===== src/rtl/core/guided_chunk_dispenser_top_assert.svh =====
// Assertion macros shared by the guided chunk dispenser RTL.
`ifndef GUIDED_CHUNK_DISPENSER_TOP_ASSERT_SVH
`define GUIDED_CHUNK_DISPENSER_TOP_ASSERT_SVH

// Same-cycle implication, checked outside reset.
`define GCDISP_ASSERT(name, clk, rst_n, ante, cons, msg) \
  name: assert property (@(posedge clk) disable iff (!(rst_n)) (ante) |-> (cons)) \
    else $error(msg);

// Next-cycle implication, checked outside reset.
`define GCDISP_ASSERT_NEXT(name, clk, rst_n, ante, cons, msg) \
  name: assert property (@(posedge clk) disable iff (!(rst_n)) (ante) |=> (cons)) \
    else $error(msg);

`endif


===== src/rtl/core/gcdisp_pkg.sv =====
// Package with constants and types of the guided chunk dispenser.
`default_nettype none
package gcdisp_pkg;

  localparam int unsigned COUNT_WIDTH_DEF = 32;

  localparam int unsigned OUT_W      = 32;
  localparam int unsigned WORKERS_W  = 7;
  localparam int unsigned CHUNK_W    = 16;
  localparam int unsigned ID_W       = 6;
  localparam int unsigned CFG_ADDR_W = 2;
  localparam int unsigned CFG_DATA_W = 32;
  localparam int unsigned S_TDATA_W  = 8;
  localparam int unsigned M_TDATA_W  = 72;

  // 2 * workers * (chunk + 1)
  localparam int unsigned THR_W = WORKERS_W + CHUNK_W + 2;

  typedef enum logic [CFG_ADDR_W-1:0] {
    REG_TOTAL     = 2'd0,
    REG_WORKERS   = 2'd1,
    REG_MIN_CHUNK = 2'd2
  } reg_idx_e;

endpackage
`default_nettype wire


===== src/rtl/core/guided_chunk_dispenser_top.sv =====
// Guided chunk dispenser: grants loop-iteration chunks to requesting workers.
//
// Usage:
//   Configure total_iterations, worker_count and min_chunk over the cfg write
//   channel (index 0, 1, 2) while no request is in flight. Each beat on the
//   slave stream is one worker request (worker_id in tdata). Each request
//   yields exactly one master beat with the chunk [begin, end), the echoed
//   worker id and, in tuser, a done flag (chunk fields are zero when set).
//   A tail chunk or a done answer passes the calc and final steps before it
//   is registered in the output; a guided chunk also runs a radix-2
//   restoring divide of the remainder by the worker count, one quotient bit
//   per cycle, between those steps. The block takes one request at a time
//   and is ready again in the same cycle that the result becomes valid; the
//   divider loop limits the throughput of guided chunks.
//   Reset clears the cursor to 0 and the registers to total 0, workers 1,
//   chunk 1. A stalled master side holds the result in the output register;
//   the next request may be accepted and computed meanwhile, but it waits
//   in its final step until that result is taken.
`default_nettype none
module guided_chunk_dispenser_top #(
  parameter int unsigned COUNT_WIDTH = gcdisp_pkg::COUNT_WIDTH_DEF
) (
  input  wire logic                              clk_i,
  input  wire logic                              rst_ni,
  input  wire logic                              cfg_valid_i,
  output logic                                   cfg_ready_o,
  input  wire logic [gcdisp_pkg::CFG_ADDR_W-1:0] cfg_addr_i,
  input  wire logic [gcdisp_pkg::CFG_DATA_W-1:0] cfg_data_i,
  input  wire logic                              s_axis_tvalid_i,
  output logic                                   s_axis_tready_o,
  // [5:0] worker_id, [7:6] zero
  input  wire logic [gcdisp_pkg::S_TDATA_W-1:0]  s_axis_tdata_i,
  output logic                                   m_axis_tvalid_o,
  input  wire logic                              m_axis_tready_i,
  // [31:0] chunk_begin, [63:32] chunk_end, [69:64] granted_worker, [71:70] zero
  output logic [gcdisp_pkg::M_TDATA_W-1:0]       m_axis_tdata_o,
  // [0] all_done
  output logic                                   m_axis_tuser_o
);

  localparam int unsigned VW    = (COUNT_WIDTH < gcdisp_pkg::OUT_W) ? COUNT_WIDTH
                                                                     : gcdisp_pkg::OUT_W;
  localparam int unsigned CMP_W = (VW > gcdisp_pkg::THR_W) ? VW : gcdisp_pkg::THR_W;
  localparam int unsigned Q_W   = (VW > gcdisp_pkg::CHUNK_W) ? VW : gcdisp_pkg::CHUNK_W;
  localparam int unsigned CNT_W = $clog2(VW + 1);
  localparam int unsigned WC_W  = gcdisp_pkg::WORKERS_W;

  typedef enum logic [1:0] {
    ST_IDLE,
    ST_CALC,
    ST_DIV,
    ST_FIN
  } state_e;

  state_e                          state_q;
  logic [VW-1:0]                   total_q;
  logic [WC_W-1:0]                 workers_q;
  logic [gcdisp_pkg::CHUNK_W-1:0]  chunk_q;
  logic [VW-1:0]                   cursor_q;
  logic [VW-1:0]                   rem_iter_q;   // remainder total - cursor
  logic [gcdisp_pkg::THR_W-1:0]    thr_q;
  logic                            done_q;
  logic                            use_div_q;
  logic [gcdisp_pkg::ID_W-1:0]     id_q;
  logic [VW-1:0]                   dq_q;         // dividend in, quotient out
  logic [WC_W-1:0]                 part_q;       // partial remainder
  logic [CNT_W-1:0]                cnt_q;
  logic                            m_valid_q;
  logic [VW-1:0]                   m_begin_q;
  logic [VW-1:0]                   m_end_q;
  logic [gcdisp_pkg::ID_W-1:0]     m_id_q;
  logic                            m_done_q;

  logic [WC_W-1:0]                 w_eff;
  logic [gcdisp_pkg::CHUNK_W-1:0]  c_eff;
  logic [gcdisp_pkg::THR_W-1:0]    thr_d;
  logic                            s_accept;
  logic                            out_free;
  logic [WC_W:0]                   part_sh;
  logic                            part_ge;
  logic [WC_W-1:0]                 part_d;
  logic [Q_W-1:0]                  q_sel;
  logic                            q_covers;
  logic [VW-1:0]                   end_d;

  assign w_eff = (workers_q == '0) ? WC_W'(1) : workers_q;
  assign c_eff = (chunk_q == '0) ? gcdisp_pkg::CHUNK_W'(1) : chunk_q;
  assign thr_d = (gcdisp_pkg::THR_W'(w_eff) *
                  gcdisp_pkg::THR_W'({1'b0, c_eff} + 17'd1)) << 1;

  assign cfg_ready_o     = 1'b1;
  assign s_axis_tready_o = (state_q == ST_IDLE);
  assign s_accept        = s_axis_tvalid_i && s_axis_tready_o;
  assign out_free        = !m_valid_q || m_axis_tready_i;

  // One restoring divide step.
  assign part_sh = {part_q, dq_q[VW-1]};
  assign part_ge = (part_sh >= {1'b0, w_eff});
  assign part_d  = part_ge ? WC_W'(part_sh - {1'b0, w_eff}) : WC_W'(part_sh);

  // A guided quotient is at least 2*(chunk+1), so it never needs the chunk floor.
  assign q_sel    = use_div_q ? Q_W'(dq_q) : Q_W'(c_eff);
  assign q_covers = (q_sel >= Q_W'(rem_iter_q));
  assign end_d    = q_covers ? total_q : VW'(cursor_q + q_sel[VW-1:0]);

  always_ff @(posedge clk_i or negedge rst_ni) begin
    if (!rst_ni) begin
      state_q    <= ST_IDLE;
      total_q    <= '0;
      workers_q  <= WC_W'(1);
      chunk_q    <= gcdisp_pkg::CHUNK_W'(1);
      cursor_q   <= '0;
      rem_iter_q <= '0;
      thr_q      <= '0;
      done_q     <= 1'b0;
      use_div_q  <= 1'b0;
      id_q       <= '0;
      dq_q       <= '0;
      part_q     <= '0;
      cnt_q      <= '0;
      m_valid_q  <= 1'b0;
      m_begin_q  <= '0;
      m_end_q    <= '0;
      m_id_q     <= '0;
      m_done_q   <= 1'b0;
    end else begin
      if (cfg_valid_i && cfg_ready_o) begin
        case (cfg_addr_i)
          gcdisp_pkg::REG_TOTAL:     total_q   <= cfg_data_i[VW-1:0];
          gcdisp_pkg::REG_WORKERS:   workers_q <= cfg_data_i[WC_W-1:0];
          gcdisp_pkg::REG_MIN_CHUNK: chunk_q   <= cfg_data_i[gcdisp_pkg::CHUNK_W-1:0];
          default: ;
        endcase
      end

      // Drop the beat once taken; the final step reloads it itself.
      if (m_valid_q && m_axis_tready_i && (state_q != ST_FIN)) begin
        m_valid_q <= 1'b0;
      end

      case (state_q)
        ST_IDLE: begin
          if (s_accept) begin
            id_q       <= s_axis_tdata_i[gcdisp_pkg::ID_W-1:0];
            done_q     <= (cursor_q >= total_q);
            rem_iter_q <= VW'(total_q - cursor_q);
            thr_q      <= thr_d;
            state_q    <= ST_CALC;
          end
        end
        ST_CALC: begin
          dq_q   <= rem_iter_q;
          part_q <= '0;
          cnt_q  <= '0;
          if (done_q || (CMP_W'(rem_iter_q) < CMP_W'(thr_q))) begin
            use_div_q <= 1'b0;
            state_q   <= ST_FIN;
          end else begin
            use_div_q <= 1'b1;
            state_q   <= ST_DIV;
          end
        end
        ST_DIV: begin
          dq_q   <= {dq_q[VW-2:0], part_ge};
          part_q <= part_d;
          cnt_q  <= cnt_q + CNT_W'(1);
          if (cnt_q == CNT_W'(VW - 1)) begin
            state_q <= ST_FIN;
          end
        end
        ST_FIN: begin
          // Hold here until the output register is free.
          if (out_free) begin
            m_valid_q <= 1'b1;
            m_id_q    <= id_q;
            m_done_q  <= done_q;
            if (done_q) begin
              m_begin_q <= '0;
              m_end_q   <= '0;
            end else begin
              m_begin_q <= cursor_q;
              m_end_q   <= end_d;
              cursor_q  <= end_d;
            end
            state_q <= ST_IDLE;
          end
        end
        default: state_q <= ST_IDLE;
      endcase
    end
  end

  assign m_axis_tvalid_o = m_valid_q;
  assign m_axis_tdata_o  = {2'b00, m_id_q, gcdisp_pkg::OUT_W'(m_end_q),
                            gcdisp_pkg::OUT_W'(m_begin_q)};
  assign m_axis_tuser_o  = m_done_q;

`include "guided_chunk_dispenser_top_assert.svh"

  `GCDISP_ASSERT(a_grant_nonempty, clk_i, rst_ni,
                 m_valid_q && !m_done_q, m_begin_q < m_end_q,
                 "granted chunk is empty")
  `GCDISP_ASSERT(a_done_zero, clk_i, rst_ni,
                 m_valid_q && m_done_q, (m_begin_q == '0) && (m_end_q == '0),
                 "done beat carries a chunk")
  `GCDISP_ASSERT_NEXT(a_busy_after_accept, clk_i, rst_ni,
                      s_accept, !s_axis_tready_o,
                      "request taken while busy")
  `GCDISP_ASSERT_NEXT(a_cursor_forward, clk_i, rst_ni,
                      1'b1, cursor_q >= $past(cursor_q),
                      "cursor moved backward")

endmodule
`default_nettype wire

===== config.mk =====
export PLATFORM = sky130hd
export DESIGN_NAME = guided_chunk_dispenser_top
export DESIGN_NICKNAME = d
export VERILOG_FILES = /design/src/rtl/core/gcdisp_pkg.sv /design/src/rtl/core/guided_chunk_dispenser_top.sv
export VERILOG_INCLUDE_DIRS = /design/src /design/src/rtl/core
export SDC_FILE = /design/constraint.sdc
export NUM_CORES = 1
export LEC_CHECK = 0
export ABC_AREA = 1
export BUFFER_PORTS_ARGS = -buffer_cell sky130_fd_sc_hd__buf_2
export CAP_MARGIN = 20
export CORE_ASPECT_RATIO = 0.9
export CORE_MARGIN = 2
export CORE_UTILIZATION = 40
export CTS_CLUSTER_DIAMETER = 50
export DETAILED_ROUTE_END_ITERATION = 10
export SLEW_MARGIN = 0
export SYNTH_ARGS = -nofsm -noshare
export SYNTH_HDL_FRONTEND = slang
export SYNTH_SLANG_ARGS = --single-unit

===== constraint.sdc =====
create_clock -name clk_i -period 6 [get_ports clk_i]
set_clock_uncertainty 0.2 [all_clocks]
set_input_delay 0.3 -clock clk_i [delete_from_list [all_inputs] [get_ports clk_i]]
set_output_delay 0.3 -clock clk_i [all_outputs]
set_load 0.005 [all_outputs]

Word level (Yosys, flattened, before mapping)
Cells that the tools add are included.
- input port bits: 47
- register bits after elaboration: 270
- output and inout bits: 76
- word-level logic and storage cells: 76
- bitwise operators: 1
- $lt $le $gt $ge: 4
- $mul: 1
- mux-type cells: 19
- reduce and logical (&&, ||, !) cells: 18
- add/subtract/negate cells: 5
- equality and inequality tests: 10
- operators by type and width (operator ; number):
    $mux 32 ; 4
    $ge 32x32->1 ; 2
    $pmux 32 s2 ; 1
    $add 32x32->32 ; 1
    $lt 32x25->1 ; 1
    $sub 32x32->32 ; 1
    $mul 7x17->24 ; 1
    $add 16x1->17 const B ; 1
    $logic_not 16->1 ; 1
    $mux 16 ; 1
    $mux 7 ; 2
    $pmux 7 s2 ; 1
    $pmux 6 s2 ; 1
    $reduce_and 2->1 ; 5
    $ge 8x7->1 ; 1
    $pmux 2 s4 ; 1
    $logic_not 7->1 ; 1
    $sub 7x7->7 ; 1
    $add 6x1->6 const B ; 1
    $eq 2x2->1 const B ; 3
    $eq 6x5->1 const B ; 1
    $mux 2 ; 3
    $ne 2x2->1 const B ; 3
    $reduce_and 3->1 ; 2
    9 further kinds ; 18

Logic depth before layout (Yosys ltp)
Gate-level depths: netlist of the first run.
- depth in word-level cells: 6
- depth in mapped cells: 29
- mapped depth without buffers: 29

Worst setup path before layout of the first run
Ideal clock, no wire load.
- path kind: reg-to-reg
- start: register chunk_q[0] in the netlist's numbering
- end: register thr_q[20] in the netlist's numbering
- clock period less this slack: 5.266 ns
- slack: 0.734 ns
- setup time: 0.132 ns
- data arrival time: 4.935 ns
- stages on the path, launching flop included: 29
- required time: 5.668 ns
- path buffers: 0
- path through: dfstp_2 -> nand3_2 -> nor2_4 -> nand3_4 -> nor2_4 -> inv_4 -> nor2_1 -> nand2_1 -> nand2_1 -> nand2_1 -> inv_1 -> nand2_1 -> fa_1 -> inv_1 -> fa_1 -> fa_1 -> inv_1 -> fa_1 -> inv_1 -> ha_1 -> nand2_1 -> nor2_1 -> nand2_1 -> o21ai_0 -> nand2_1 -> nand2_1 -> nand2_1 -> nand3_1 -> o21ai_0
- word-level cells in the longest chain between the ends: 4
- ends and longest elaborated chain (item ; RTL line ; text):
    start, declared ; guided_chunk_dispenser_top.sv:58 ; logic [gcdisp_pkg::CHUNK_W-1:0] chunk_q;
    start signal, assigned ; guided_chunk_dispenser_top.sv:111 ; chunk_q <= gcdisp_pkg::CHUNK_W'(1);
    start signal, assigned ; guided_chunk_dispenser_top.sv:131 ; gcdisp_pkg::REG_MIN_CHUNK: chunk_q <= cfg_data_i[gcdisp_pkg::CHUNK_W-1:0];
    $logic_not 16->1 ; guided_chunk_dispenser_top.sv:87 ; assign c_eff = (chunk_q == '0) ? gcdisp_pkg::CHUNK_W'(1) : chunk_q;
    $mux 16 (*) ; guided_chunk_dispenser_top.sv:87 ;
    $add 16x1->17 (*) ; guided_chunk_dispenser_top.sv:89 ; gcdisp_pkg::THR_W'({1'b0, c_eff} + 17'd1)) << 1;
    $mul 7x17->24 (*) ; guided_chunk_dispenser_top.sv:88 ; assign thr_d = (gcdisp_pkg::THR_W'(w_eff) *
    end signal, assigned ; guided_chunk_dispenser_top.sv:147 ; thr_q <= thr_d;
    end, declared ; guided_chunk_dispenser_top.sv:61 ; logic [gcdisp_pkg::THR_W-1:0] thr_q;
Mark *: on every way between the ends. The rest lies on a longest branch, timed or not.
A chain may end at the register's enable or synchronous reset.

Worst setup path in the final report of the first run
- start: register chunk_q[0] in the netlist's numbering
- end: register thr_q[13] in the netlist's numbering
Same word-level chain as after synthesis.

==> summary.md, run 1 <==
| Metric | Value |
|---|---|
| Status | `completed` |
| Required time of the critical path | `6220 ps` |
| Initial DRT Pass Iterations | `5` |
| Inserted Clock Buffers | `39` |
| Tcrit/Tclk final | `a little over nine tenths` |
| Via Count | `19858` |
| Die Ht | `222 um` |
| Post-route cell area | `24500 um2` |
| Syn. warnings | `0` |
| GRT overflow | `0` |
| Leak | `0.0134 uW` |
| DRC Markers | `0` |
| RSZ-0062 raised after global routing | `false` |
| Total GRT Usage | `25.4%` |
| Routed Wire Length | `68.4 mm` |
| Top cell type's share of synthesized area | `between 30% and 40%` |
| Fmax | `0.176 GHz` |
| Min Tclk post-route | `5680 ps` |
| Synthesized area | `between 20000 and 25000 um2` |
| Final Net Count | `roughly 3500` |
| Cells after synthesis | `2993` |
| Commonest non-fill, non-tap cells in the layout | `986 x nand2_1, 486 x inv_1, 268 x dfrtp_1` |
| Longest Clk Path Bufs | `3` |
| Critical Path Most Common Cell | `fa_1` |
| Setup crit start kind | `register` |
| RR Endpoint | `thr_q[13]` |
| Placed inst area | `22600 um2` |
| #FFs+latches synth | `270` |
| Worst VDD drop | `0.000267 V` |
| Hold path start | `cfg_valid_i` |
| Post-synth EDFFs | `0` |
| Most common cell after layout, fill and taps aside | `nand2_1` |
| FF-to-FF path depth | `23` |
| P per Cell Area | `between 500 and 600 nW/um2` |
| FP Rows | `79` |
| Pin count of the biggest net entering global routing | `152` |
| H-tree levels | `2` |
| DR vias/cell | `5.13` |
| Synth Area per Inst | `7.07 um2` |
| Kind of critical path | `register to register` |
| Clk Latency, worst-skew pair | `550 ps` |
| Register area share after synthesis | `31.9%` |
| Maxcap violations | `0` |
| Final Setup Violations | `0` |
| CTS tree | `yes` |
| WHS Path Cells | `3` |
| CP Max Fanout | `6` |
| Count of port buffers added during placement | `117` |
| Ant. Diodes | `0` |
| Met1 global-route usage | `35.7%` |
| Dominant cell type by area after synthesis | `dfrtp_1` |
| Initial antenna violation count | `0` |
| Met3 Use GR | `under 10%` |
| Grt peak-use layer | `met2` |
| CP max stage cell | `dfstp_2` |
| DP Wirelength | `54.2 mm` |
| Worst setup EP type | `register` |
| Top_reg_cell synth | `dfrtp_1` |
| Max-slew violation count | `0` |
| DP Cell Count | `3761` |
| Worst Hold Slack | `~160 ps` |
| Core area | `52000 um2` |
| Post-synth ARST share | `100%` |
| Routability Congestion | `0.938` |
| Flop-to-flop setup slack | `320 ps` |
| Actual slew at the worst max-slew pin | `1110 ps` |
| 1st-iter DRT viols | `1289` |
| Register clock-pin slew on the reported worst setup and hold paths | `60 ps` |
| Proportion of layout cells with a drive suffix above 1 | `9.14%` |
| Slew HR | `a little over a quarter` |
| Worst hold endpoint | `workers_q[0]` |
| Starting Density | `40.7%` |
| Synth cell types | `53` |
| Setup TNS | `0 ps` |
| Wirelength per Cell | `17.7 um` |
| Global-route wire length before repair | `109 mm` |
| Sink Count | `270` |
| Critical path's largest stage delay | `590 ps` |
| Crit path DAT | `roughly 5900 ps` |
| Final Non-Filler Cells | `a little under 4000` |
| IO Pins | `between 100 and 150` |
| Area Overhead vs Synth | `15.9%` |
| Total die area | `54800 um2` |
| Grt met2 use | `41.2%` |
| Dominant cells by area after synthesis | `dfrtp_1 32%, nand2_1 18%, ha_1 10%` |
| Final hold violation count | `0` |
| Root Driver | `clkbuf_16` |
| Worst R2R Start | `chunk_q[0]` |
| Vias in the first global route | `19600` |
| Post-DRT Antenna Nets | `0` |
| HP Class | `primary input to register` |
| Die Wd | `246 um` |
| CP Cell Sequence | `nand3_4 > nor2_4 > nand3_4 > nor2_4 > inv_4 > nor2_2 > inv_1 > nand2_2 > nor2_1 > fa_1 > fa_1 > fa_1 > inv_1 > fa_1 > inv_1 > ha_1 > a21oi_1 > o21ai_0 > a21oi_2 > o21ai_0 > or2_2 > nand3_1 > o21ai_0` |
worst max-delay path, delay by kind of cell (launching register included):
| family | cells | cell delay, ps |
|---|---|---|
| flip-flops | 1 | 590 |
| buffers and inverters | 4 | 270 |
| adder cells (fa/ha/maj) | 5 | 2440 |
| AO/OA/AOI/OAI | 5 | 830 |
| AND/OR/NAND/NOR | 9 | 1210 |
final cells by class:
| cell class | count | area (um2) |
|---|---|---|
| clock buffer | 45 | 1030 |
| tap | 688 | 861 |
| fill | 5350 | 27500 |
| inverter | 493 | 1850 |
| multi-input combinational | 2159 | 12400 |
| clock inverter | 21 | 292 |
| timing repair buffer | 195 | 1310 |
| sequential | 270 | 6760 |
through the flow:
| stage | setup WS (ps) | power, uW | util [%] |
|---|---|---|---|
| 2_1_floorplan | 734 | 8840 | - |
| 3_3_place_gp | 278 | 11300 | 43.5 |
| 3_5_place_dp | 152 | 11400 | 43.5 |
| 4_1_cts | 126 | 13900 | 46.8 |
| 5_1_grt | 3.25 | 15500 | 47.2 |
| 6_report | 324 | 14100 | 47.2 |
report_power, final:
group          total [uW]  internal [uW]  switching, uW
clock                2390           1490            893
combinational        8630           2990           5640
sequential           3080           2530            553
total               14100           7010           7090
cells in the mapped netlist, drive strengths merged, types with 3 or more instances:
cell type and count:
ha 172, nor4 9, nand3 130, and3 4
nand4 35, a21o 4, a31oi 3, buf 9
nand2 1002, xor2 9, fa 77, o22ai 8
o21bai 11, inv 492, nor3 18, o21ai 197
or2 8, o221ai 5, o21a 8, xnor2 23
a21oi 138, nor2 240, clkbuf 63, dfrtp 268
nand3b 17, o211ai 28
kinds of logic (layout without fill, tap and decap cells):
family	count (synthesis)	count (layout)	share of synthesized area [%]
AND/OR/NAND/NOR	1466	1466	28.5
buffers and inverters	565	754	10.2
AO/OA/AOI/OAI	409	409	10.6
flip-flops	270	270	31.9
adder cells (fa/ha/maj)	249	249	17.5
XOR/XNOR	32	32	1.32
other	2	3	0.0355
how the worst max path moves through the flow:
stage                    start         to  slack (ps)
finish              chunk_q[0]  thr_q[13]         320
CTS                 chunk_q[0]  thr_q[15]         130
floorplan           chunk_q[0]  thr_q[20]         730
global placement    chunk_q[0]  thr_q[20]         280
detailed placement  chunk_q[0]  thr_q[15]         150
global route        chunk_q[0]  thr_q[13]           3
flip-flops by register name (all words and copies together) (netlist names):
signal / cells
chunk_q: 16
cnt_q: 6
cursor_q: 32
done_q: 1
dq_q: 32
id_q: 6
m_axis_tuser_o: 1
m_axis_tvalid_o: 1
m_begin_q: 32
m_end_q: 32
m_id_q: 6
part_q: 7
rem_iter_q: 32
state_q: 2
thr_q: 24
total_q: 32
use_div_q: 1
workers_q: 7
timing repair:
item | CTS | global route
hold endpoints to repair | 182 | 0
endpoints found under the setup margin | 0 | 13
setup buffers | 0 | 2
resized for setup | 0 | 50
hold buffers | 41 | 0
routing by layer:
metal	wire [um]	vias up	part of all wire [%]
li1	-	9756	-
met1	32300	9530	47
met2	31200	465	46
met3	3110	107	4.5
met4	1810	0	2.6
met5	0	-	0
Note: power is estimated with default switching activity, not from simulation.
==> inputs of run 2 (changes only) <==
- MAX_ROUTING_LAYER: unset -> met4
==> summary.md, run 2 (same netlist as run 1, synthesis figures left out) <==
| Metric | Value |
|---|---|
| Initial antenna violation count | `1` |
| Count of port buffers added during placement | `117` |
| Sink Count | `270` |
| Final Setup Violations | `0` |
| Total GRT Usage | `a little over a quarter` |
| FP Rows | `slightly below 80` |
| DR vias/cell | `roughly 5.2` |
| Most common cell after layout, fill and taps aside | `nand2_1` |
| Wirelength per Cell | `17.9 um` |
| Initial DRT Pass Iterations | `6` |
| Max-slew violation count | `0` |
| DRC Markers | `0` |
| CP Max Fanout | `6` |
| RSZ-0062 raised after global routing | `false` |
| Worst setup EP type | `register` |
| GRT overflow | `0` |
| Final hold violation count | `0` |
| Critical Path Most Common Cell | `nand2_1` |
| Setup crit start kind | `register` |
| Fmax | `0.176 GHz` |
| Routability Congestion | `0.931` |
| DP Cell Count | `3764` |
| Leak | `about 0.013 uW` |
| P per Cell Area | `approximately 570 nW/um2` |
| Proportion of layout cells with a drive suffix above 1 | `8.74%` |
| Routed Wire Length | `between 60 and 70 mm` |
| Actual slew at the worst max-slew pin | `about 1100 ps` |
| CTS tree | `yes` |
| H-tree levels | `2` |
| Via Count | `20040` |
| Final Net Count | `3452` |
| Final Non-Filler Cells | `3869` |
| Post-route cell area | `24400 um2` |
| Area Overhead vs Synth | `15.2%` |
| Min Tclk post-route | `5670 ps` |
| Die Ht | `222 um` |
| CP max stage cell | `dfstp_2` |
| Global-route wire length before repair | `109 mm` |
| Commonest non-fill, non-tap cells in the layout | `990 x nand2_1, 488 x inv_1, 268 x dfrtp_1` |
| Die Wd | `246 um` |
| DP Wirelength | `54.6 mm` |
| Slew HR | `27.8%` |
| Kind of critical path | `register to register` |
| Clk Latency, worst-skew pair | `about 540 ps` |
| Pin count of the biggest net entering global routing | `91` |
| Root Driver | `clkbuf_16` |
| Longest Clk Path Bufs | `3` |
| Inserted Clock Buffers | `36` |
| Worst VDD drop | `0.000290 V` |
| Register clock-pin slew on the reported worst setup and hold paths | `around 50 ps` |
| Tcrit/Tclk final | `94.5%` |
| Total die area | `about 55000 um2` |
| Critical path's largest stage delay | `570 ps` |
| 1st-iter DRT viols | `1341` |
| Status | `completed` |
| Vias in the first global route | `19678` |
| IO Pins | `123` |
| Required time of the critical path | `6160 ps` |
| Core area | `52000 um2` |
| Placed inst area | `22600 um2` |
| Maxcap violations | `0` |
| Post-DRT Antenna Nets | `0` |
| Starting Density | `40.7%` |
| HP Class | `primary input to register` |
| Crit path DAT | `around 6000 ps` |
| Setup TNS | `0 ps` |
[run 2: layout make-up]
type / instances / area (um2)
multi-input combinational: 2159 / 12400
fill: 5357 / 27600
antenna: 1 / 2.50
inverter: 493 / 1850
clock buffer: 51 / 1080
clock inverter: 11 / 125
sequential: 270 / 6760
timing repair buffer: 196 / 1290
tap: 688 / 861
[run 2: where the power goes]
| part | total (uW) | internal [uW] | switching, uW |
|---|---|---|---|
| registers | 3070 | 2530 | 542 |
| clock network | 2170 | 1340 | 836 |
| logic | 8630 | 2980 | 5650 |
| total | 13900 | 6850 | 7030 |
[run 2: worst paths after layout]
check | start | end | slack (ps) | cells after the start
min in group asynchronous | rst_ni | m_end_q[28] | 160 | 2
worst max register to register | chunk_q[0] | thr_q[20] | 330 | 28
worst max-delay path | chunk_q[0] | thr_q[20] | 330 | 28
max in group asynchronous | rst_ni | dq_q[20] | 3880 | 3
worst min-delay path | s_axis_tvalid_i | state_q[1] | 40 | 5
worst min register to register | id_q[1] | m_id_q[1] | 270 | 2
[run 2: worst max-delay path, delay by kind of cell, from the launching register on]
family / cells / cell delay [ps]
compound gates: 3 / 290
fa+ha+maj: 5 / 2400
buf+inv: 5 / 490
flops: 1 / 570
simple gates: 15 / 1570
[run 2: layer usage]
metal | global-route usage (%) | wire [um] | vias up
met5 | - | 0 | -
met4 | 7.09 | 1750 | 0
met1 | 35.6 | 32200 | 9649
met3 | 2.67 | 3380 | 97
met2 | 41.7 | 31700 | 544
li1 | - | - | 9750
[run 2: repair_timing]
action                                 4_1_cts  5_1_grt
resized for setup                            0       37
setup endpoints to repair                    0       14
buffers inserted                             0        2
endpoints found under the hold margin      149        0
hold buffers                                40        0
[run 2: per-stage QoR]
| stage | hold WS (ps) | power, uW | setup slack (ps) | utilization, % |
|---|---|---|---|---|
| after global placement | 180 | 11300 | 243 | 43.5 |
| after CTS | 19.5 | 13700 | 75.6 | 46.6 |
| after global routing | 63.0 | 15200 | 5.85 | 46.9 |
| after floorplan | -196 | 8840 | 734 | - |
| final | 42.3 | 13900 | 328 | 46.9 |
| after detailed placement | 182 | 11500 | 124 | 43.5 |
==> inputs of run 3 (changes only) <==
- RECOVER_POWER: unset -> 50
==> summary.md, run 3 (same netlist as run 1, synthesis figures left out) <==
| Metric | Value |
|---|---|
| CP Max Fanout | `6` |
| Register clock-pin slew on the reported worst setup and hold paths | `50 ps` |
| Pwr Total | `13900 uW` |
| Setup TNS | `0 ps` |
| Global-route wire length before repair | `109 mm` |
| Initial antenna violation count | `1` |
| Pin count of the biggest net entering global routing | `91` |
| Critical Path Most Common Cell | `nand2_1` |
| Commonest non-fill, non-tap cells in the layout | `990 x nand2_1, 488 x inv_1, 268 x dfrtp_1` |
| IO Pins | `123` |
| Kind of critical path | `register to register` |
| RSZ-0062 raised after global routing | `false` |
| Initial DRT Pass Iterations | `6` |
| Proportion of layout cells with a drive suffix above 1 | `7.04%` |
| Total GRT Usage | `about a quarter` |
| Critical path's largest stage delay | `between 500 and 600 ps` |
| Min Tclk post-route | `between 5000 and 6000 ps` |
| CTS tree | `yes` |
| Final hold violation count | `0` |
| DRC Markers | `0` |
| Most common cell after layout, fill and taps aside | `nand2_1` |
| Vias in the first global route | `19678` |
| Max-slew violation count | `230` |
| Inserted Clock Buffers | `36` |
| H-tree levels | `2` |
| Wirelength per Cell | `between 15 and 20 um` |
| CP max stage cell | `dfstp_2` |
| Root Driver | `clkbuf_16` |
| Slack of the critical path | `332 ps` |
| P per Cell Area | `approximately 570 nW/um2` |
| 1st-iter DRT viols | `1350` |
| Core area | `52000 um2` |
| Filler Cells Inserted | `about 5400` |
| Die Wd | `~250 um` |
| DP Wirelength | `54.6 mm` |
| GRT overflow | `0` |
| Post-DRT Antenna Nets | `0` |
| Failing checks | `max-capacitance violations, max-slew violations` |
| Maxcap violations | `3` |
| Count of port buffers added during placement | `117` |
| DR vias/cell | `5.20` |
| HP Class | `primary input to register` |
| Fmax | `0.176 GHz` |
| Worst VDD drop | `0.000309 V` |
| Clk Latency, worst-skew pair | `540 ps` |
| Final Setup Violations | `0` |
| Longest Clk Path Bufs | `3` |
| Setup crit start kind | `register` |
| FP Rows | `between 70 and 80` |
| Tcrit/Tclk final | `94.5%` |
| DP Worst Slack | `roughly 120 ps` |
| Routed Wire Length | `69.1 mm` |
| Die Ht | `between 200 and 250 um` |
| Crit path DAT | `5830 ps` |
| Sink Count | `270` |
| Slew HR | `-188%` |
| Worst setup EP type | `register` |
| Actual slew at the worst max-slew pin | `around 4300 ps` |
| Required time of the critical path | `6160 ps` |
| Final Net Count | `~3500` |
| Leak | `0.0131 uW` |
| Total die area | `~55000 um2` |
| Via Count | `around 20000` |
| Routability Congestion | `0.931` |
| Status | `finished with violations` |
| Starting Density | `between 40% and 50%` |
| Area Overhead vs Synth | `14.8%` |
run 3: layer usage:
layer | global-route usage (%) | share of wire [%]
met4 | 7.09 | 2.7
met3 | 2.67 | 5.2
met2 | 41.7 | 46
met5 | - | 0
met1 | 35.6 | 46
run 3: worst paths after layout:
path | startpoint | to | slack [ps] | depth (start not counted)
hold reg to reg | id_q[1] | m_id_q[1] | 270 | 2
max in group asynchronous | rst_ni | chunk_q[8] | 910 | 3
hold / removal | s_axis_tvalid_i | state_q[1] | 40 | 5
setup / recovery | chunk_q[0] | thr_q[20] | 330 | 28
min in group asynchronous | rst_ni | m_end_q[24] | 1750 | 2
setup reg to reg | chunk_q[0] | thr_q[20] | 330 | 28
run 3: final cells by class:
cell class | instances | area, um2 | share of cell area, %
Tap cell | 688 | 861 | 3.54
Clock inverter | 11 | 125 | 0.515
Antenna cell | 2 | 5.00 | 0.0206
Multi-Input combinational cell | 2159 | 12400 | 51.1
Clock buffer | 51 | 1080 | 4.44
Timing Repair Buffer | 196 | 1200 | 4.96
Sequential cell | 270 | 6760 | 27.8
Inverter | 493 | 1850 | 7.63
run 3: stage by stage:
stage,utilization [%],hold WS (ps),instance area [um2],std cells
2_1_floorplan,-,-196,21200,2994
3_3_place_gp,43.5,180,22600,3764
3_5_place_dp,43.5,182,22600,3764
4_1_cts,46.6,19.5,24200,3866
5_1_grt,46.7,63.0,24300,3869
6_report,46.7,39.0,24300,3870
run 3: repair_timing:
action                                  in CTS  in global routing
endpoints found under the hold margin      149                  0
gates resized for setup                      0                 37
hold buffers                                40                  0
endpoints found under the setup margin       0                 14
setup buffers                                0                  2
run 3: critical path, delay by kind of cell (launching register included):
kind                       cells  cell delay [ps]
adders and majority gates      5             2390
and+or+nand+nor               15             1560
DFF                            1              570
buffers and inverters          5              490
AOI/OAI and AO/OA              3              280
run 3: report_power, final:
group          internal (uW)  total, uW  switching [uW]
logic                   2950       8600            5650
registers               2530       3080             548
clock network           1340       2180             838
